[src/design/bmhpq_pkg.sv]
// Package for the binary max-heap priority queue.
// Holds the item structs, the controller state type and the request and status codes.
// Used by binary_max_heap_priority_queue and its testbench; depends on nothing.
package bmhpq_pkg;

  // Default configuration of the heap.
  localparam int unsigned DEPTH_DEF     = 64;
  localparam int unsigned PAYLOAD_W_DEF = 32;

  // Fixed field widths of the item interface.
  localparam int unsigned DATA_W   = 32;
  localparam int unsigned PRIO_W   = 32;
  localparam int unsigned TOTAL_W  = 7;
  localparam int unsigned STATUS_W = 2;

  // Request codes.
  localparam logic REQ_PUSH = 1'b0;
  localparam logic REQ_POP  = 1'b1;

  // Result status codes.
  typedef enum logic [STATUS_W-1:0] {
    ST_OK    = 2'd0,
    ST_FULL  = 2'd1,
    ST_EMPTY = 2'd2
  } op_status_t;

  // Controller states.
  typedef enum logic [2:0] {
    S_IDLE,
    S_UP,
    S_DN_LAST,
    S_DN_L,
    S_DN_R,
    S_PLACE,
    S_DONE
  } heap_state_t;

  typedef struct packed {
    logic                     req_type;
    logic [DATA_W-1:0]        item_data;
    logic signed [PRIO_W-1:0] item_priority;
  } in_item_t;

  typedef struct packed {
    logic                     top_valid;
    logic [DATA_W-1:0]        top_data;
    logic signed [PRIO_W-1:0] top_priority;
    logic [TOTAL_W-1:0]       entry_total;
    op_status_t               op_status;
  } out_item_t;

endpackage

[src/design/bmhpq_ram.sv]
// Generic simple dual-port RAM: one write port, one read port with registered read data.
// Depends on nothing; instantiated by the heap top level.
module bmhpq_ram #(
  parameter int unsigned WIDTH = 64,
  parameter int unsigned DEPTH = 64
) (
  input  logic                     clk,
  input  logic                     we,
  input  logic [$clog2(DEPTH)-1:0] waddr,
  input  logic [WIDTH-1:0]         wdata,
  input  logic                     re,
  input  logic [$clog2(DEPTH)-1:0] raddr,
  output logic [WIDTH-1:0]         rdata
);

  logic [WIDTH-1:0] mem [DEPTH];

  always_ff @(posedge clk) begin
    if (we) begin
      mem[waddr] <= wdata;
    end
    if (re) begin
      rdata <= mem[raddr];
    end
  end

endmodule

[src/design/binary_max_heap_priority_queue.sv]
// Binary max-heap priority queue: top level with the sift controller and the heap memory.
// Depends on bmhpq_pkg (types, codes, defaults) and bmhpq_ram (heap storage).
//
// This block is a priority queue of up to DEPTH entries, each a payload of PAYLOAD_WIDTH bits and
// a signed 32-bit priority, kept as a binary max-heap in one synchronous RAM. An input item is a
// push or a pop; every item returns exactly one result item with the root entry after the
// operation (zero when empty), a valid flag, the entry count and a status. A push to a full heap
// is dropped and flagged, a pop from an empty heap is ignored and flagged. Items are handled one
// at a time. A push walks a hole up from the end: each level of sift-up is one parent read
// followed by a compare and a write of the parent into the hole. A pop reads the last entry
// first, then each level of sift-down reads the left and the right child through the single
// read port of the RAM. Flagged items and the pop of the only entry skip the sift states. The
// result sits in an output register, so the next item is accepted and worked on while an earlier
// result still waits to be taken. The heap RAM needs no clearing after reset: only entries below
// the entry count are ever read.
module binary_max_heap_priority_queue
  import bmhpq_pkg::*;
#(
  parameter int unsigned DEPTH         = DEPTH_DEF,
  parameter int unsigned PAYLOAD_WIDTH = PAYLOAD_W_DEF
) (
  input  logic      clk,
  input  logic      rst_n,
  input  logic      in_valid,
  output logic      in_stall,
  input  in_item_t  in_data,
  output logic      out_valid,
  input  logic      out_stall,
  output out_item_t out_data
);

  // Index width into the heap, count width (must hold DEPTH itself), child index width
  // (2 * index + 2 must not wrap), and width of one stored entry.
  localparam int unsigned IW = $clog2(DEPTH);
  localparam int unsigned CW = $clog2(DEPTH + 1);
  localparam int unsigned XW = IW + 2;
  localparam int unsigned EW = PAYLOAD_WIDTH + PRIO_W;

  // An entry holds the payload in the upper bits and the priority in the low PRIO_W bits.
  heap_state_t     state_r, state_nxt;
  logic [CW-1:0]   count_r, count_nxt;
  logic [IW-1:0]   hole_r, hole_nxt;
  logic [EW-1:0]   ent_r, ent_nxt;
  logic [EW-1:0]   cand_r, cand_nxt;
  logic [EW-1:0]   root_r, root_nxt;
  op_status_t      status_r, status_nxt;
  logic            out_valid_r, out_valid_nxt;
  out_item_t       out_data_r, out_data_nxt;

  // Heap RAM ports.
  logic            ram_we;
  logic [IW-1:0]   ram_waddr;
  logic [EW-1:0]   ram_wdata;
  logic            ram_re;
  logic [IW-1:0]   ram_raddr;
  logic [EW-1:0]   ram_rdata;

  bmhpq_ram #(
    .WIDTH (EW),
    .DEPTH (DEPTH)
  ) u_heap_ram (
    .clk   (clk),
    .we    (ram_we),
    .waddr (ram_waddr),
    .wdata (ram_wdata),
    .re    (ram_re),
    .raddr (ram_raddr),
    .rdata (ram_rdata)
  );

  logic in_acc;
  assign in_stall = (state_r != S_IDLE);
  assign in_acc   = in_valid && !in_stall;

  // Priorities of the read entry, the moving entry and the saved left child.
  logic signed [PRIO_W-1:0] rd_prio, ent_prio, cand_prio;
  assign rd_prio   = ram_rdata[PRIO_W-1:0];
  assign ent_prio  = ent_r[PRIO_W-1:0];
  assign cand_prio = cand_r[PRIO_W-1:0];

  // Index arithmetic around the hole.
  logic [XW-1:0] lch, rch, cnt_x;
  logic [IW-1:0] hole_m1, parent;
  assign lch     = XW'({hole_r, 1'b1});
  assign rch     = lch + XW'(1);
  assign cnt_x   = XW'(count_r);
  assign hole_m1 = hole_r - IW'(1);
  assign parent  = hole_m1 >> 1;

  // Sift-down selection. In S_DN_L only the left child exists (it is on the read port). In
  // S_DN_R the right child is on the read port and the left one sits in cand_r; the left child
  // wins a tie. The three compares run in parallel.
  logic          right_better, rd_gt_ent, cand_gt_ent;
  logic          dn_go;
  logic [EW-1:0] dn_pick;
  logic [IW-1:0] dn_idx;
  logic [XW-1:0] dn_nl;
  assign right_better = rd_prio > cand_prio;
  assign rd_gt_ent    = rd_prio > ent_prio;
  assign cand_gt_ent  = cand_prio > ent_prio;

  always_comb begin
    if (state_r == S_DN_R && !right_better) begin
      dn_pick = cand_r;
      dn_idx  = lch[IW-1:0];
      dn_go   = cand_gt_ent;
    end else if (state_r == S_DN_R) begin
      dn_pick = ram_rdata;
      dn_idx  = rch[IW-1:0];
      dn_go   = rd_gt_ent;
    end else begin
      dn_pick = ram_rdata;
      dn_idx  = lch[IW-1:0];
      dn_go   = rd_gt_ent;
    end
    dn_nl = XW'({dn_idx, 1'b1});
  end

  // Result built from the state after the operation.
  out_item_t result;
  always_comb begin
    result.top_valid    = (count_r != '0);
    result.top_data     = result.top_valid ? DATA_W'(root_r[EW-1:PRIO_W]) : '0;
    result.top_priority = result.top_valid ? root_r[PRIO_W-1:0] : '0;
    result.entry_total  = TOTAL_W'(count_r);
    result.op_status    = status_r;
  end

  always_ff @(posedge clk) begin
    if (!rst_n) begin
      state_r     <= S_IDLE;
      count_r     <= '0;
      out_valid_r <= 1'b0;
    end else begin
      state_r     <= state_nxt;
      count_r     <= count_nxt;
      out_valid_r <= out_valid_nxt;
    end
  end

  always_ff @(posedge clk) begin
    hole_r     <= hole_nxt;
    ent_r      <= ent_nxt;
    cand_r     <= cand_nxt;
    root_r     <= root_nxt;
    status_r   <= status_nxt;
    out_data_r <= out_data_nxt;
  end

  always_comb begin
    state_nxt     = state_r;
    count_nxt     = count_r;
    hole_nxt      = hole_r;
    ent_nxt       = ent_r;
    cand_nxt      = cand_r;
    root_nxt      = root_r;
    status_nxt    = status_r;
    out_valid_nxt = out_valid_r && out_stall;
    out_data_nxt  = out_data_r;
    ram_we        = 1'b0;
    ram_waddr     = hole_r;
    ram_wdata     = ent_r;
    ram_re        = 1'b0;
    ram_raddr     = parent;

    case (state_r)
      S_IDLE: begin
        if (in_acc) begin
          status_nxt = ST_OK;
          if (in_data.req_type == REQ_PUSH) begin
            if (count_r == CW'(DEPTH)) begin
              status_nxt = ST_FULL;
              state_nxt  = S_DONE;
            end else begin
              // The new entry stays in a register while a hole walks up from the end.
              ent_nxt   = {in_data.item_data[PAYLOAD_WIDTH-1:0], in_data.item_priority};
              hole_nxt  = count_r[IW-1:0];
              count_nxt = count_r + CW'(1);
              if (count_r == '0) begin
                state_nxt = S_PLACE;
              end else begin
                ram_re    = 1'b1;
                ram_raddr = (count_r[IW-1:0] - IW'(1)) >> 1;
                state_nxt = S_UP;
              end
            end
          end else begin
            if (count_r == '0) begin
              status_nxt = ST_EMPTY;
              state_nxt  = S_DONE;
            end else begin
              // Fetch the last entry; it moves down from a hole at the root.
              count_nxt = count_r - CW'(1);
              hole_nxt  = '0;
              if (count_r == CW'(1)) begin
                state_nxt = S_DONE;
              end else begin
                ram_re    = 1'b1;
                ram_raddr = IW'(count_r - CW'(1));
                state_nxt = S_DN_LAST;
              end
            end
          end
        end
      end

      S_UP: begin
        // The parent of the hole is on the read port. A strictly greater new entry moves the
        // parent down into the hole and the hole climbs one level.
        if (ent_prio > rd_prio) begin
          ram_we    = 1'b1;
          ram_waddr = hole_r;
          ram_wdata = ram_rdata;
          hole_nxt  = parent;
          if (parent == '0) begin
            state_nxt = S_PLACE;
          end else begin
            ram_re    = 1'b1;
            ram_raddr = (parent - IW'(1)) >> 1;
          end
        end else begin
          state_nxt = S_PLACE;
        end
      end

      S_DN_LAST: begin
        ent_nxt = ram_rdata;
        if (XW'(1) < cnt_x) begin
          ram_re    = 1'b1;
          ram_raddr = IW'(1);
          state_nxt = S_DN_L;
        end else begin
          state_nxt = S_PLACE;
        end
      end

      S_DN_L, S_DN_R: begin
        if (state_r == S_DN_L && rch < cnt_x) begin
          // Keep the left child and fetch the right one.
          cand_nxt  = ram_rdata;
          ram_re    = 1'b1;
          ram_raddr = rch[IW-1:0];
          state_nxt = S_DN_R;
        end else if (dn_go) begin
          // The larger child moves up into the hole and the hole drops one level.
          ram_we    = 1'b1;
          ram_waddr = hole_r;
          ram_wdata = dn_pick;
          if (hole_r == '0) begin
            root_nxt = dn_pick;
          end
          hole_nxt = dn_idx;
          if (dn_nl < cnt_x) begin
            ram_re    = 1'b1;
            ram_raddr = dn_nl[IW-1:0];
            state_nxt = S_DN_L;
          end else begin
            state_nxt = S_PLACE;
          end
        end else begin
          state_nxt = S_PLACE;
        end
      end

      S_PLACE: begin
        // The moving entry settles in the hole; the root copy follows any write to the root.
        ram_we    = 1'b1;
        ram_waddr = hole_r;
        ram_wdata = ent_r;
        if (hole_r == '0) begin
          root_nxt = ent_r;
        end
        state_nxt = S_DONE;
      end

      S_DONE: begin
        if (!out_valid_r || !out_stall) begin
          out_valid_nxt = 1'b1;
          out_data_nxt  = result;
          state_nxt     = S_IDLE;
        end
      end

      default: begin
        state_nxt = S_IDLE;
      end
    endcase
  end

  assign out_valid = out_valid_r;
  assign out_data  = out_data_r;

  // The entry count never passes the heap depth.
  assert property (@(posedge clk) disable iff (!rst_n) count_r <= CW'(DEPTH))
    else $error("heap entry count above depth");

  // The controller never writes and reads the same RAM entry at one edge.
  assert property (@(posedge clk) disable iff (!rst_n)
    !(ram_we && ram_re && ram_waddr == ram_raddr))
    else $error("heap RAM read and write collide on one entry");

  // A push that is taken while the heap has room adds exactly one entry.
  assert property (@(posedge clk) disable iff (!rst_n)
    (in_acc && in_data.req_type == REQ_PUSH && count_r != CW'(DEPTH))
    |=> count_r == $past(count_r) + CW'(1))
    else $error("accepted push did not add one entry");

  // A pop that is taken on an empty heap leaves it empty.
  assert property (@(posedge clk) disable iff (!rst_n)
    (in_acc && in_data.req_type == REQ_POP && count_r == '0) |=> count_r == '0)
    else $error("pop on empty heap changed the entry count");

endmodule

[config.mk]
export PLATFORM = sky130hd
export DESIGN_NAME = binary_max_heap_priority_queue
export DESIGN_NICKNAME = d
export VERILOG_FILES = /design/src/design/bmhpq_pkg.sv /design/src/design/bmhpq_ram.sv /design/src/design/binary_max_heap_priority_queue.sv
export SDC_FILE = /design/constraint.sdc
export NUM_CORES = 2
export LEC_CHECK = 0
export BUFFER_PORTS_ARGS = -buffer_cell sky130_fd_sc_hd__buf_2
export CORE_ASPECT_RATIO = 1.4
export CORE_MARGIN = 1
export CORE_UTILIZATION = 33
export DETAILED_ROUTE_END_ITERATION = 16
export PLACE_DENSITY = 0.45
export SLEW_MARGIN = 20
export SYNTH_ARGS = -nofsm -noshare
export SYNTH_HDL_FRONTEND = slang
export SYNTH_SLANG_ARGS = --single-unit
[constraint.sdc]
create_clock -name clk -period 25.3 [get_ports clk]
set_input_delay 3.795 -clock clk [delete_from_list [all_inputs] [get_ports clk]]
set_output_delay 3.795 -clock clk [all_outputs]
set_load 0.03 [all_outputs]
==> reports/results.ini <==
[run_status]
status=finished, final reports clean

[placement]
detailed_place_hpwl_um=349200
port-buffer-count=144
gp_congestion=0.8393

[critical_path]
crit_type=flip-flop to flip-flop
worst_ep_required_time_ps=26180
cp_common_cell=buf_4
crit_start=u_heap_ram.rdata[11]
r2r-start=u_heap_ram.rdata[11]
crit_path_start_kind=flip-flop
crit_path_max_incr_delay_ps=980
crit_arrival_ps=12600
worstPathMaxFanout=132
cp-end-kind=flip-flop
cp_slowest_cell=buf_4

[clocking]
cts_resized=0
insertion_delay_ps=1050
clk_pin_slew_ps=70
cts_inserted_buffers=424
htree_levels=5
clock-sinks=4445
cts_tree=done
postCtsHoldBufs=0
clockRootBuffer=clkbuf_16
clock_path_buffers=4
cts_setup_buffers=0

[grt]
antenna_found_initial=28
grt_max_degree=157
grt_usage=0.2235
overflow=0
grt_pass1_vias=109200
grt_pass1_wl_um=869700

[timing]
hold_ws_ps=424.7
hold_viol_final=0
setup_viol=0
rsz0062_at_grt=no
post-route-period-util=0.4631
max_freq_mhz=85.36
drv_slew=0
slew_headroom=0.1414
fin_tns_setup_ps=0
tightest_slew_ps=1288
fin_skew_ps=57.55
min_period_ps=11720

[synth]
synth_seq_cells=4445
synth.distinct_cells=87
async_reset_ff_frac=0
synth_edf_count=4434
yosysWarnings=0
ys.flop_type=edfxtp_1
yosys.area.top_type=edfxtp_1
yosysTopAreaCellShare=0.7445
syn-instance-count=12380
synthTopCellsByArea=edfxtp_1 (74%), nand2_1 (6.0%), mux2i_1 (2.5%)
syn-cell-area_sq_um=178800
seq_area_frac_synth=0.7457
avgSynthCellArea_sq_um=14.44
syn-num-nets=12570

[floorplan]
pin_count=145
dieHeight_um=873.0
die_area_sq_um=544900
die-width_um=624.2
rows=319
start_util=0.3317
core_sq_um=539200

[route]
drcViolationCount=0
dr.first_iter.drc_count=11850
first_pass_iters=9
num_vias=111100
detail_route.wl_per_cell_um=31.32
wl_um=627900
drtAntennaViolNets=0
vias_per_cell=5.541

[min_path]
min-delay-start=status_r[0]
holdCritPathClass=flip-flop to flip-flop

[layout]
final_common_cell=edfxtp_1
synthToLayoutAreaGrowth_pct=13.07
final_cell_mix=edfxtp_1 (4434), nand2_1 (2831), a21oi_1 (523), and3_1 (456), mux2i_1 (439)
final_nets=12660
drive_gt1_frac=0.1141

[run]
max_cap_viol_count=0

[sequential cells by signal (all words and copies together), names as in the netlist]
| name | cells |
|---|---|
| state_r | 3 |
| u_heap_ram.rdata | 64 |
| root_r | 64 |
| hole_r | 6 |
| u_heap_ram.mem | 4096 |
| out_valid | 1 |
| out_data | 74 |
| ent_r | 64 |
| cand_r | 64 |
| count_r | 7 |
| status_r | 2 |
[Yosys cell counts (64+ instances only)]
cell type,number
a2111oi_0,69
a211oi_1,267
a21oi_1,524
a221oi_2,64
a222oi_1,64
a311oi_1,196
a31oi_1,259
a32oi_1,229
and2_1,84
and3_1,456
buf_2,221
clkbuf_1,506
edfxtp_1,4434
ha_1,114
inv_1,184
mux2_2,66
mux2i_1,439
nand2_1,2836
nand3_1,287
nand4_1,92
nor2_1,219
o21ai_0,92
o22a_1,65
o22ai_1,65
[area by class of cell]
cell class	count	area [sq um]
diodes	12	30.03
clock buffers	523	11050
clock inverters	246	2492
fillers	50460	337000
inverters	186	732.0
multi-input cells	6902	41750
flip-flops and latches	4445	133400
well taps	7222	9036
repair buffers	515	3756
[critical path, delay by kind of cell (launching register included)]
kind	cells	cell delay (ps)
xor gates and xnor gates	1	450
adders and majority gates	2	710
DFF	1	470
and+or+nand+nor	8	2210
AOI/OAI and AO/OA	12	3530
buffers and inverters	5	3710
[routing by layer]
metal  vias up  wire (um)  GRT usage
li1      47560          -          -
met3       855      34790    0.02462
met2      3987     317300     0.3955
met1     58700     256300     0.2876
met5         -         47          0
met4         8      19460    0.06594
[through the flow]
step	std cells	util	setup slack (ps)	instance area [sq um]
2_1_floorplan	12380	-	12200	178800
6_report	20050	0.3750	13580	202200
5_1_grt	20040	0.3750	12890	202200
3_5_place_dp	19270	0.3497	13730	188600
4_1_cts	20040	0.3748	13670	202100
3_3_place_gp	19260	0.3495	13610	188400
[path summary, 6_finish.rpt]
check / end / slack [ps] / cells after the start
max: u_heap_ram.rdata[48] / 13580 / 28
min: out_data[0] / 420 / 0
max reg2reg: u_heap_ram.rdata[48] / 13580 / 28
min reg2reg: out_data[0] / 420 / 0
[cell families after synthesis]
kind of cell / count (synthesis) / share of synthesized area
XOR/XNOR: 26 / 0.001273
multiplexers: 507 / 0.02898
AND/OR/NAND/NOR: 4080 / 0.09845
flip-flops: 4445 / 0.7457
buffers and inverters: 1036 / 0.02523
adder cells (fa/ha/maj): 114 / 0.007976
AO/OA/AOI/OAI: 2175 / 0.09234
Power is not shown: default switching activity piles up to over one toggle a cycle in this logic, so the estimate is an artifact.
